[src/design/vfc_pkg.sv]
// Shared types, codes and helpers for the view frustum culling unit.
package vfc_pkg;

   localparam int PLANE_COUNT = 6;

   localparam logic [2:0] CMD_LOAD_PROJ = 3'd0;
   localparam logic [2:0] CMD_LOAD_VIEW = 3'd1;
   localparam logic [2:0] CMD_BUILD     = 3'd2;
   localparam logic [2:0] CMD_POINT     = 3'd3;
   localparam logic [2:0] CMD_SPHERE    = 3'd4;
   localparam logic [2:0] CMD_BOX       = 3'd5;

   typedef struct packed {
      logic [2:0]         command;
      logic [1:0]         major_index;
      logic [1:0]         minor_index;
      logic signed [31:0] value;
      logic signed [31:0] pos_x;
      logic signed [31:0] pos_y;
      logic signed [31:0] pos_z;
      logic [30:0]        extent_x;
      logic [30:0]        extent_y;
      logic [30:0]        extent_z;
   } req_type;

   typedef struct packed {
      logic inside_res;
      logic degenerate;
   } rsp_type;

   typedef enum logic [4:0] {
      S_IDLE, S_DISPATCH, S_LOAD, S_CLIP_MUL, S_CLIP_ACC, S_CLIP_STORE,
      S_CO0, S_CO1, S_SQ_MUL, S_SQ_ACC, S_SQRT_INIT, S_SQRT, S_MAG,
      S_DIV_INIT, S_DIV, S_COEF, S_T_MUL, S_T_ACC, S_T_EVAL, S_DONE
   } state_type;

   typedef enum logic [4:0] {
      OP_NOP, OP_LATCH, OP_LOAD_PROJ, OP_LOAD_VIEW, OP_MUL_CLIP, OP_MUL_SQ,
      OP_MUL_TEST, OP_ACC_SHIFT, OP_ACC_RAW, OP_CLIP_STORE, OP_CO,
      OP_SQRT_INIT, OP_SQRT_STEP, OP_COEF_ZERO, OP_DIV_INIT, OP_DIV_STEP,
      OP_COEF_STORE, OP_DIST_EVAL
   } dp_op_type;

   typedef struct packed {
      dp_op_type  op;
      logic [1:0] i;
      logic [1:0] j;
      logic [1:0] k;        // sum index, coefficient row or axis
      logic [2:0] plane;
      logic [2:0] corner;
      logic       first;
      logic       phase;
   } dp_cmd_type;

   typedef struct packed {
      logic [2:0] cmd;
      logic       mag_zero;
      logic       dist_le_zero;
      logic       dist_le_negr;
   } dp_status_type;

   function automatic logic [1:0] plane_col(input logic [2:0] p);
      plane_col = p[2:1];
   endfunction

   // planes w-x, w+x, w+y, w-y, w-z, w+z
   function automatic logic plane_neg(input logic [2:0] p);
      plane_neg = (p == 3'd0) || (p == 3'd3) || (p == 3'd4);
   endfunction

   function automatic logic signed [31:0] sat32(input logic signed [65:0] v);
      if (v > 66'sh0_7FFF_FFFF)
         sat32 = 32'sh7FFF_FFFF;
      else if (v < -66'sh0_8000_0000)
         sat32 = 32'sh8000_0000;
      else
         sat32 = v[31:0];
   endfunction

endpackage

[src/design/vfc_ctrl.sv]
// Sequencer for loads, plane building and the object tests.
module vfc_ctrl import vfc_pkg::*; #(
   parameter int FRAC_BITS = 16
) (
   input  logic          clock,
   input  logic          reset,
   input  logic          start,
   output logic          busy,
   output logic          rsp_valid,
   output rsp_type       rsp_data,
   output dp_cmd_type    cmd,
   input  dp_status_type status
);

   localparam int DivSteps = 32 + FRAC_BITS;
   localparam int CntW     = $clog2(DivSteps);

   state_type       state_ff, state_in;
   logic [1:0]      i_ff, i_in, j_ff, j_in, k_ff, k_in;
   logic [2:0]      p_ff, p_in, c_ff, c_in;
   logic [CntW-1:0] step_ff, step_in;
   logic            inside_ff, inside_in, deg_ff, deg_in;

   always_ff @(posedge clock) begin
      if (reset) begin
         state_ff  <= S_IDLE;
         i_ff      <= '0;
         j_ff      <= '0;
         k_ff      <= '0;
         p_ff      <= '0;
         c_ff      <= '0;
         step_ff   <= '0;
         inside_ff <= 1'b0;
         deg_ff    <= 1'b0;
      end else begin
         state_ff  <= state_in;
         i_ff      <= i_in;
         j_ff      <= j_in;
         k_ff      <= k_in;
         p_ff      <= p_in;
         c_ff      <= c_in;
         step_ff   <= step_in;
         inside_ff <= inside_in;
         deg_ff    <= deg_in;
      end
   end

   always_comb begin
      state_in  = state_ff;
      i_in      = i_ff;
      j_in      = j_ff;
      k_in      = k_ff;
      p_in      = p_ff;
      c_in      = c_ff;
      step_in   = step_ff;
      inside_in = inside_ff;
      deg_in    = deg_ff;
      cmd       = '{op: OP_NOP, i: i_ff, j: j_ff, k: k_ff, plane: p_ff,
                    corner: c_ff, first: (k_ff == 2'd0), phase: 1'b0};

      unique case (state_ff)
         S_IDLE: begin
            if (start) begin
               cmd.op   = OP_LATCH;
               state_in = S_DISPATCH;
            end
         end
         S_DISPATCH: begin
            inside_in = 1'b0;
            deg_in    = 1'b0;
            i_in      = '0;
            j_in      = '0;
            k_in      = '0;
            p_in      = '0;
            c_in      = '0;
            unique case (status.cmd)
               CMD_LOAD_PROJ, CMD_LOAD_VIEW: state_in = S_LOAD;
               CMD_BUILD:                    state_in = S_CLIP_MUL;
               CMD_POINT, CMD_SPHERE, CMD_BOX: begin
                  inside_in = 1'b1;
                  state_in  = S_T_MUL;
               end
               default:                      state_in = S_DONE;
            endcase
         end
         S_LOAD: begin
            cmd.op   = (status.cmd == CMD_LOAD_PROJ) ? OP_LOAD_PROJ : OP_LOAD_VIEW;
            state_in = S_DONE;
         end
         S_CLIP_MUL: begin
            cmd.op   = OP_MUL_CLIP;
            state_in = S_CLIP_ACC;
         end
         S_CLIP_ACC: begin
            cmd.op = OP_ACC_SHIFT;
            if (k_ff == 2'd3) begin
               state_in = S_CLIP_STORE;
            end else begin
               k_in     = k_ff + 2'd1;
               state_in = S_CLIP_MUL;
            end
         end
         S_CLIP_STORE: begin
            cmd.op   = OP_CLIP_STORE;
            k_in     = '0;
            j_in     = j_ff + 2'd1;
            state_in = S_CLIP_MUL;
            if (j_ff == 2'd3) begin
               i_in = i_ff + 2'd1;
               if (i_ff == 2'd3)
                  state_in = S_CO0;
            end
         end
         S_CO0: begin
            cmd.op   = OP_CO;
            state_in = S_CO1;
         end
         S_CO1: begin
            cmd.op    = OP_CO;
            cmd.phase = 1'b1;
            k_in      = k_ff + 2'd1;
            state_in  = (k_ff == 2'd3) ? S_SQ_MUL : S_CO0;
         end
         S_SQ_MUL: begin
            cmd.op   = OP_MUL_SQ;
            state_in = S_SQ_ACC;
         end
         S_SQ_ACC: begin
            cmd.op = OP_ACC_RAW;
            if (k_ff == 2'd2) begin
               k_in     = '0;
               state_in = S_SQRT_INIT;
            end else begin
               k_in     = k_ff + 2'd1;
               state_in = S_SQ_MUL;
            end
         end
         S_SQRT_INIT: begin
            cmd.op   = OP_SQRT_INIT;
            step_in  = '0;
            state_in = S_SQRT;
         end
         S_SQRT: begin
            cmd.op  = OP_SQRT_STEP;
            step_in = step_ff + 1'b1;
            if (step_ff == CntW'(31)) begin
               step_in  = '0;
               state_in = S_MAG;
            end
         end
         S_MAG: begin
            if (status.mag_zero) begin
               cmd.op = OP_COEF_ZERO;
               deg_in = 1'b1;
               k_in   = '0;
               p_in   = p_ff + 3'd1;
               state_in = (p_ff == 3'(PLANE_COUNT - 1)) ? S_DONE : S_CO0;
            end else begin
               state_in = S_DIV_INIT;
            end
         end
         S_DIV_INIT: begin
            cmd.op   = OP_DIV_INIT;
            step_in  = '0;
            state_in = S_DIV;
         end
         S_DIV: begin
            cmd.op  = OP_DIV_STEP;
            step_in = step_ff + 1'b1;
            if (step_ff == CntW'(DivSteps - 1)) begin
               step_in  = '0;
               state_in = S_COEF;
            end
         end
         S_COEF: begin
            cmd.op = OP_COEF_STORE;
            k_in   = k_ff + 2'd1;
            if (k_ff != 2'd3)
               state_in = S_DIV_INIT;
            else begin
               p_in     = p_ff + 3'd1;
               state_in = (p_ff == 3'(PLANE_COUNT - 1)) ? S_DONE : S_CO0;
            end
         end
         S_T_MUL: begin
            cmd.op   = OP_MUL_TEST;
            state_in = S_T_ACC;
         end
         S_T_ACC: begin
            cmd.op = OP_ACC_SHIFT;
            if (k_ff == 2'd2) begin
               k_in     = '0;
               state_in = S_T_EVAL;
            end else begin
               k_in     = k_ff + 2'd1;
               state_in = S_T_MUL;
            end
         end
         S_T_EVAL: begin
            logic fail, next_plane;
            fail       = 1'b0;
            next_plane = 1'b0;
            cmd.op     = OP_DIST_EVAL;
            priority case (status.cmd)
               CMD_POINT:  if (status.dist_le_zero) fail = 1'b1; else next_plane = 1'b1;
               CMD_SPHERE: if (status.dist_le_negr) fail = 1'b1; else next_plane = 1'b1;
               default: begin
                  // box: one corner in front of the plane clears it
                  if (!status.dist_le_zero)
                     next_plane = 1'b1;
                  else if (c_ff == 3'd7)
                     fail = 1'b1;
                  else begin
                     c_in     = c_ff + 3'd1;
                     state_in = S_T_MUL;
                  end
               end
            endcase
            if (fail) begin
               inside_in = 1'b0;
               state_in  = S_DONE;
            end else if (next_plane) begin
               c_in     = '0;
               p_in     = p_ff + 3'd1;
               state_in = (p_ff == 3'(PLANE_COUNT - 1)) ? S_DONE : S_T_MUL;
            end
         end
         S_DONE:  state_in = S_IDLE;
         default: state_in = S_IDLE;
      endcase
   end

   assign busy                = (state_ff != S_IDLE);
   assign rsp_valid           = (state_ff == S_DONE);
   assign rsp_data.inside_res = inside_ff;
   assign rsp_data.degenerate = deg_ff;

   a_start_busy: assert property (@(posedge clock) disable iff (reset)
      start && !busy |=> busy) else $error("accepted word did not raise busy");
   a_rsp_once: assert property (@(posedge clock) disable iff (reset)
      rsp_valid |=> !busy && !rsp_valid) else $error("result strobe not single");
   a_deg_excl: assert property (@(posedge clock) disable iff (reset)
      rsp_valid |-> !(inside_ff && deg_ff)) else $error("degenerate with inside set");
   a_plane_range: assert property (@(posedge clock) disable iff (reset)
      busy |-> p_ff <= 3'(PLANE_COUNT)) else $error("plane counter overrun");

endmodule

[config.mk]
export PLATFORM = sky130hd
export DESIGN_NAME = vfc_ctrl
export DESIGN_NICKNAME = d
export VERILOG_FILES = /design/src/design/vfc_pkg.sv /design/src/design/vfc_ctrl.sv
export SDC_FILE = /design/constraint.sdc
export NUM_CORES = 1
export LEC_CHECK = 0
export ABC_AREA = 1
export BUFFER_PORTS_ARGS = -buffer_cell sky130_fd_sc_hd__buf_2
export CAP_MARGIN = 20
export CORE_MARGIN = 2
export CORE_UTILIZATION = 30
export DETAILED_ROUTE_END_ITERATION = 16
export GPL_ROUTABILITY_DRIVEN = 0
export GPL_TIMING_DRIVEN = 0
export PLACE_DENSITY = 0.6
export SLEW_MARGIN = 15
export SYNTH_ARGS = -nofsm -noshare
export SYNTH_HDL_FRONTEND = slang
export SYNTH_SLANG_ARGS = --single-unit
[constraint.sdc]
create_clock -name clock -period 1.31 [get_ports clock]
set_input_delay 0.0655 -clock clock [delete_from_list [all_inputs] [get_ports clock]]
set_output_delay 0.0655 -clock clock [all_outputs]
set_load 0.02 [all_outputs]
== After elaboration in Yosys (flattened, before gate mapping) ==
Cells that the tools add are included.

* Bits in registers: 25
* Word-level logic and storage cells: 147

* $add $sub $neg: 6
* Equality and inequality tests: 46
* Muxes and demuxes: 61
* Reduce and logical (&&, ||, !) cells: 25

{| class="wikitable"
|+ Operators by type and width
! cell !! number
|-
| one-hot mux 5 bit (19 select lines) || 1
|-
| one-hot mux 5 bit (16 select lines) || 1
|-
| 2-to-1 mux 5 bit || 11
|-
| == test 5 x 4 -> 1 bit (second input constant) || 8
|-
| 2-to-1 mux 3 bit || 12
|-
| inequality test 2 bit (second input constant) || 11
|-
| == test 5 x 3 -> 1 bit (second input constant) || 4
|-
| == test 5 bit (second input constant) || 4
|-
| one-hot mux 6 bit (3 select lines) || 1
|-
| OR reduction 2 bit || 8
|-
| 2-to-1 mux 1 bit || 15
|-
| one-hot mux 5 bit (3 select lines) || 1
|-
| 2-to-1 mux 2 bit || 7
|-
| == test 3 bit (second input constant) || 4
|-
| 2-to-1 mux 6 bit || 2
|-
| inequality test 4 bit (second input constant) || 3
|-
| one-hot mux 3 bit (4 select lines) || 1
|-
| == test 5 x 2 -> 1 bit (second input constant) || 2
|-
| one-hot mux 2 bit (5 select lines) || 1
|-
| nonzero test 5 bit || 2
|-
| == test 2 bit (second input constant) || 4
|-
| 2-to-1 mux 4 bit || 2
|-
| one-hot mux 2 bit (2 select lines) || 2
|-
| adder 2 x 1 -> 2 bit (second input constant) || 3
|-
| 20 further kinds || 28
|}

== Depth between registers and ports, before layout ==
Gate-level depths: netlist of the first run.

* Depth after elaboration: 7
* Depth in mapped cells: 12

== Least setup slack after synthesis of the first run ==
OpenSTA, ideal clock, no wires.

* Path type: reg-to-reg
* Start point: reg state_ff[4]
* End point: reg state_ff[1]
* Setup time: 0.071 ns
* Data arrival time: 1.523 ns
* Data required time: 1.239 ns
* Setup slack: -0.283 ns
* Stages on the path, launching flop included: 10
* Clock period less this slack: 1.593 ns
* Cells stage by stage: dfxtp_1 > inv_2 > buf_6 > nand3_2 > nor2_1 > nand2_1 > nor3b_1 > nand3_1 > nand2_1 > a21oi_1

* Longest elaborated chain between the ends: 3
* Elaborated cells between the ends (all ways): 27
* Classes of those cells: 24 x eq/ne; 1 x mux; 2 x reduce/logical

{| class="wikitable"
|+ Ends and longest elaborated chain
! item !! RTL line !! text
|-
| start: declaration || vfc_ctrl.sv:18 || <nowiki>state_type state_ff, state_in;</nowiki>
|-
| start signal: assignment || vfc_ctrl.sv:36 || <nowiki>state_ff <= state_in;</nowiki>
|-
| == test 5 bit, or another cell as far along || vfc_ctrl.sv:61 || <nowiki>unique case (state_ff)</nowiki>
|-
| inequality test 4 bit (no source line) or inequality test 2 bit (tied branches) || - ||
|-
| AND reduction 6 bit (no source line) || - ||
|}

Parallel ways exist; a longest one is shown, timed or not.
A chain may end at the register's enable or synchronous reset.

==> results of run 1 <==
-- cells in the final DEF (no fill, tap or decap), types with 3 or more instances in the layout --
cell type / n
nor2_4: 17
nand3_2: 9
nand3_1: 14
buf_2: 22
buf_12: 3
buf_4: 30
a211oi_2: 3
dfxtp_4: 7
nand2_1: 58
a21oi_1: 16
clkbuf_8: 3
o21ai_1: 4
o21ai_2: 5
inv_2: 10
nand2_2: 14
inv_4: 3
a21oi_2: 8
dfxtp_1: 18
inv_1: 24
nor2_2: 7
nand3_4: 9
nor2_1: 26
ha_1: 9
o21ai_0: 6
nand4_1: 7
buf_6: 17
nand2_4: 11
-- final timing paths --
check / from / endpoint / slack [ns] / depth (start not counted)
min reg2reg: inside_ff$_SDFFE_PP0P_ / inside_ff$_SDFFE_PP0P_ / 0.46 / 2
min: status[5] / inside_ff$_SDFFE_PP0P_ / 0.24 / 6
max reg2reg: state_ff[2]$_SDFFE_PP0P_ / p_ff[0]$_SDFFE_PP0P_ / -0.40 / 9
max: state_ff[4]$_SDFFE_PP0P_ / cmd[17] / -0.41 / 7
-- final cells by class --
type / instances / area (µm²) / share of cell area
multi-input combinational: 248 / 1800 / 0.552
clock buffer: 3 / 41.3 / 0.0127
clock inverter: 1 / 5.00 / 0.00154
buffer: 4 / 38.8 / 0.0119
timing repair buffer: 70 / 577 / 0.177
inverter: 40 / 168 / 0.0516
tap: 80 / 100 / 0.0308
sequential: 25 / 527 / 0.162
-- logic make-up (layout without fill, tap and decap cells) --
kind of cell | count (synthesis) | count (layout)
compound gates | 50 | 50
fa+ha+maj | 11 | 11
buf+inv | 46 | 118
mux | 1 | 1
flops | 25 | 25
xor+xnor | 3 | 3
simple gates | 183 | 183
-- report_power, final --
group / switching [W] / internal (W)
sequential: 0.000196 / 0.000922
clock: 0.000279 / 0.000214
combinational: 0.00180 / 0.00128
total: 0.00228 / 0.00241
-- routing by layer --
metal,global-route usage,vias up
li1,-,1202
met4,0.0611,0
met1,0.230,1113
met3,0.0227,22
met2,0.278,75
met5,0,-
-- sequential cells by signal, summed over array words and instances, names as in the netlist --
register,cells
p_ff,3
inside_ff,1
k_ff,2
step_ff,6
j_ff,2
i_ff,2
deg_ff,1
c_ff,3
state_ff,5
-- through the flow --
stage,utilization,cell area [µm²],setup WS [ns]
2_1_floorplan,-,2170,-0.0841
3_3_place_gp,0.361,2420,-0.435
3_5_place_dp,0.361,2420,-0.432
4_1_cts,0.433,2910,-0.353
5_1_grt,0.484,3250,-0.476
6_report,0.484,3250,-0.412
-- worst max-delay path: stages (launching register included) --
cell and delay [ns]:
dfxtp_4 0.40, inv_6 0.06, clkbuf_16 0.16, nand3_4 0.11, nand2_4 0.08, nor3_4 0.21, nand4_1 0.18, buf_6 0.18
-- timing repair --
action	4_1_cts	5_1_grt
pin swaps	24	34
setup buffers	25	16
setup endpoints to repair	33	33
resized for setup	74	59
cloned	0	1
==> impl_metrics.ini, run 1 <==
[grt]
grt_pass1_wl_um = 10300
grt_start_max_net_pins = 15
antenna_found_initial = 0
grt_pass1_vias = 2191
grtUsageTotal = 0.171
gr-total-overflow = 0

[run_status]
violations = setup timing
status = finished, violations left

[timing]
hold_viol_final = 0
final.setup_skew_ns = 0.00528
fin_crit_ns = 1.72
worst_pin_slew_ns = 0.698
whs_ns = 0.238
maxSlewHeadroom = 0.534
fin_ws_ns = -0.412
slew_viol_final = 0
rsz0062_at_grt = yes
min_period_over_period = 1.31
max_freq_ghz = 0.581
setup_viol = 33
setup_tns_ns = -8.12

[drt]
viasPerCell = 5.12
vias = 2412
drcViolationCount = 0
wl_per_cell_um = 14.6
wl_met2_um = 3280
drtPass1Iterations = 5
top_layer_used = met4
met1_length_um = 2990
drtAntennaViolNets = 0
wl_um = 6880
drtIter0Drc = 151
met3_length_um = 405

[worst_setup_path]
crit_fanout = 5
endpoint_kind = output pin
cp.arrival_ns = 1.66
required_ns = 1.24
crit_type = reg -> out
start_kind = flop

[placement]
port_buffers = 30
placedCellCount = 429
dpl.hpwl_um = 4430

[floorplanning]
fp.dieW_um = 86.9
core_area_um2 = 6720
rows = 30
ios = 32
dieArea_um2 = 7560
initial_core_util = 0.307
die_h_um = 86.9

[yosys]
synth_cell_types = 37
synthMuxAreaShare = 0.00485
synth.cell_area_um2 = 2060
postSynthAreaPerCell_um2 = 6.47
synth_nets = 339
synth_xor_xnor_area_share = 0.0127
yosys.area_share.simple = 0.440
ys_ff_latch = 25
yosys-top-cells-count = nand2_1, nor2_1, inv_1, nand3_1
yosysSeqAreaShare = 0.243
async_flop_share = 0
synth_top_area_frac = 0.243
synth_top_area_cell = dfxtp_1
ys.flop_type = dfxtp_1
synth_edf_count = 0
syn_inst = 319
synth_top_family_by_area = simple AND/OR/NAND/NOR gates
yosysMostFrequentCell = nand2_1
synth_adder_area_share = 0.0667
ys_top_cells_by_area = dfxtp_1, nand2_1, nor2_1, ha_1, nand3_1
ys_warn_count = 0
synth-compound-area-share = 0.134

[final_layout]
antennaDiodeCount = 0
stdcell_count = 471
drive_gt1_frac = 0.494
nNetsFinal = 412
area_growth_pct = 57.6
nFillCells = 651

[clock_tree]
cts.clk_slew.worst_paths_ns = 0.10
clk_latency_ns = 0.28
cts-buffers-inserted = 3
tritoncts = built
h-tree-depth = 1
cts_hold_buffers = 0
clockRootBuffer = clkbuf_8
clockBufferDepth = 2
cts.sinks = 25

[power_and_ir_drop]
powerDensity_nw_per_um2 = 1440
ir_drop_v = 0.000923
totalPowerFinal_w = 0.00469
cellLeakagePower_nw = 1.53

[run]
maxCapViolations = 0

[hold_path]
min_path_type = in -> reg
Note: power is estimated with default switching activity, not from simulation.
==> inputs of run 2 (changes only) <==
- PLACE_DENSITY: 0.6 -> unset
- PLACE_DENSITY_LB_ADDON: unset -> 0.08
==> impl_metrics.ini, run 2 (synthesis results as in run 1) <==
[grt]
gr-total-overflow = 0
antenna_found_initial = 0
grt_pass1_vias = 2195
grtUsageTotal = 0.177
grt_start_max_net_pins = 14
grt_pass1_wl_um = 10700

[floorplanning]
initial_core_util = 0.307
fp.dieW_um = 86.9
dieArea_um2 = 7560
core_area_um2 = 6720
ios = 32
die_h_um = 86.9
rows = 30

[worst_setup_path]
cp.arrival_ns = 1.63
ff2ff_setup_slack_ns = -0.33
crit_fanout = 5
required_ns = 1.24
crit_type = reg -> out
endpoint_kind = output pin
start_kind = flop

[timing]
fin_crit_ns = 1.70
fin_ws_ns = -0.386
setup_viol = 30
hold_viol_final = 0
setup_tns_ns = -6.48
whs_ns = 0.179
min_period_over_period = 1.29
slew_viol_final = 0
worst_pin_slew_ns = 0.369
maxSlewHeadroom = 0.754
final.setup_skew_ns = 0.0131
max_freq_ghz = 0.590
rsz0062_at_grt = yes

[final_layout]
ff_latch_area_um2 = 529
drive_gt1_frac = 0.523
antennaDiodeCount = 0
layout_commonest_cell = nand2_1
utilization = 0.499
top_register = step_ff
largest_reg_flops = 6
area_growth_pct = 62.5
mostFrequentLayoutCells = nand2_1, buf_4, nor2_1, buf_2, inv_1
nFillCells = 672
multi_input_area_um2 = 1820
reg_top3 = step_ff: 6 flops, state_ff: 5 flops
nNetsFinal = 413
final_area_um2 = 3350

[clock_tree]
clockBufferDepth = 2
h-tree-depth = 1
cts.clk_slew.worst_paths_ns = 0.11
cts.sinks = 25
clk_latency_ns = 0.29
tritoncts = built
cts-buffers-inserted = 3
cts_hold_buffers = 0
clockRootBuffer = clkbuf_8

[power_and_ir_drop]
ir_drop_v = 0.00101
pwr-share-seq = 0.232
p_int_w = 0.00253
p_switching_w = 0.00237
pwr-share-clk = 0.105
p_comb_frac = 0.663
cellLeakagePower_nw = 1.52
powerDensity_nw_per_um2 = 1460
switching_share = 0.484

[drt]
vias = 2365
drtPass1Iterations = 4
drcViolationCount = 0
drtAntennaViolNets = 0
viasPerCell = 5.01
wl_per_cell_um = 14.6
wl_um = 6870
drtIter0Drc = 127

[placement]
port_buffers = 30
place_area_um2 = 2420
pre_cts_ws_ns = -0.453
dpl.hpwl_um = 4680

[hold_path]
min_path_type = in -> reg

[run]
maxCapViolations = 0

[run_status]
status = finished, violations left
violations = setup timing
-- run 2: changes by cell type in the layout (fill, tap and decap cells not counted), sizes merged --
| cell | previous run | this run |
|---|---|---|
| clkinv | 3 | 1 |
| clkbuf | 4 | 6 |
| clkinvlp | 0 | 1 |
-- run 2: final timing paths --
path                                  end                     start  depth (start not counted)
hold reg to reg    inside_ff$_SDFFE_PP0P_    inside_ff$_SDFFE_PP0P_                          2
setup / recovery                  cmd[14]  state_ff[4]$_SDFFE_PP0P_                          7
setup reg to reg  step_ff[0]$_SDFFE_PP0P_  state_ff[0]$_SDFFE_PP0P_                         10
hold / removal    step_ff[5]$_SDFFE_PP0P_                     reset                          2
-- run 2: area by class of cell --
| type | count | share of cell area |
|---|---|---|
| Multi-Input combinational cell | 248 | 0.544 |
| Timing Repair Buffer | 71 | 0.186 |
| Sequential cell | 25 | 0.158 |
| Inverter | 40 | 0.0571 |
| Tap cell | 80 | 0.0299 |
| Clock buffer | 4 | 0.0134 |
| Buffer | 4 | 0.0119 |
-- run 2: what timing repair did --
item	in CTS	in global routing
setup endpoints to repair	33	34
pin swaps	19	37
cloned	0	1
buffers inserted	23	17
resized for setup	64	91
-- run 2: worst max-delay path, cell delays in order (launching register included) --
cell	delay (ns)
dfxtp_4	0.41
inv_8	0.05
buf_12	0.14
nand3_2	0.11
nand2_1	0.08
nor4_2	0.24
nand3_1	0.15
buf_6	0.16
-- run 2: per-stage QoR --
stage          std cells  power, W
3_3_place_gp         429   0.00330
6_report             472   0.00491
2_1_floorplan        319   0.00275
3_5_place_dp         429   0.00328
4_1_cts              456   0.00427
5_1_grt              472   0.00526
-- run 2: routing by layer --
layer | global-route usage | wire length (µm)
met5 | 0 | 0
met4 | 0.0483 | 128
met3 | 0.0171 | 218
met2 | 0.275 | 3200
met1 | 0.260 | 3320
-- run 2: power groups by stage --
stage / clock (W) / sequential (W) / combinational, W
after floorplan: 0 / 0.00119 / 0.00155
after global placement: 0 / 0.00111 / 0.00219
after detailed placement: 0 / 0.00111 / 0.00217
after CTS: 0.000534 / 0.00108 / 0.00266
after global routing: 0.000556 / 0.00116 / 0.00354
final: 0.000517 / 0.00114 / 0.00325
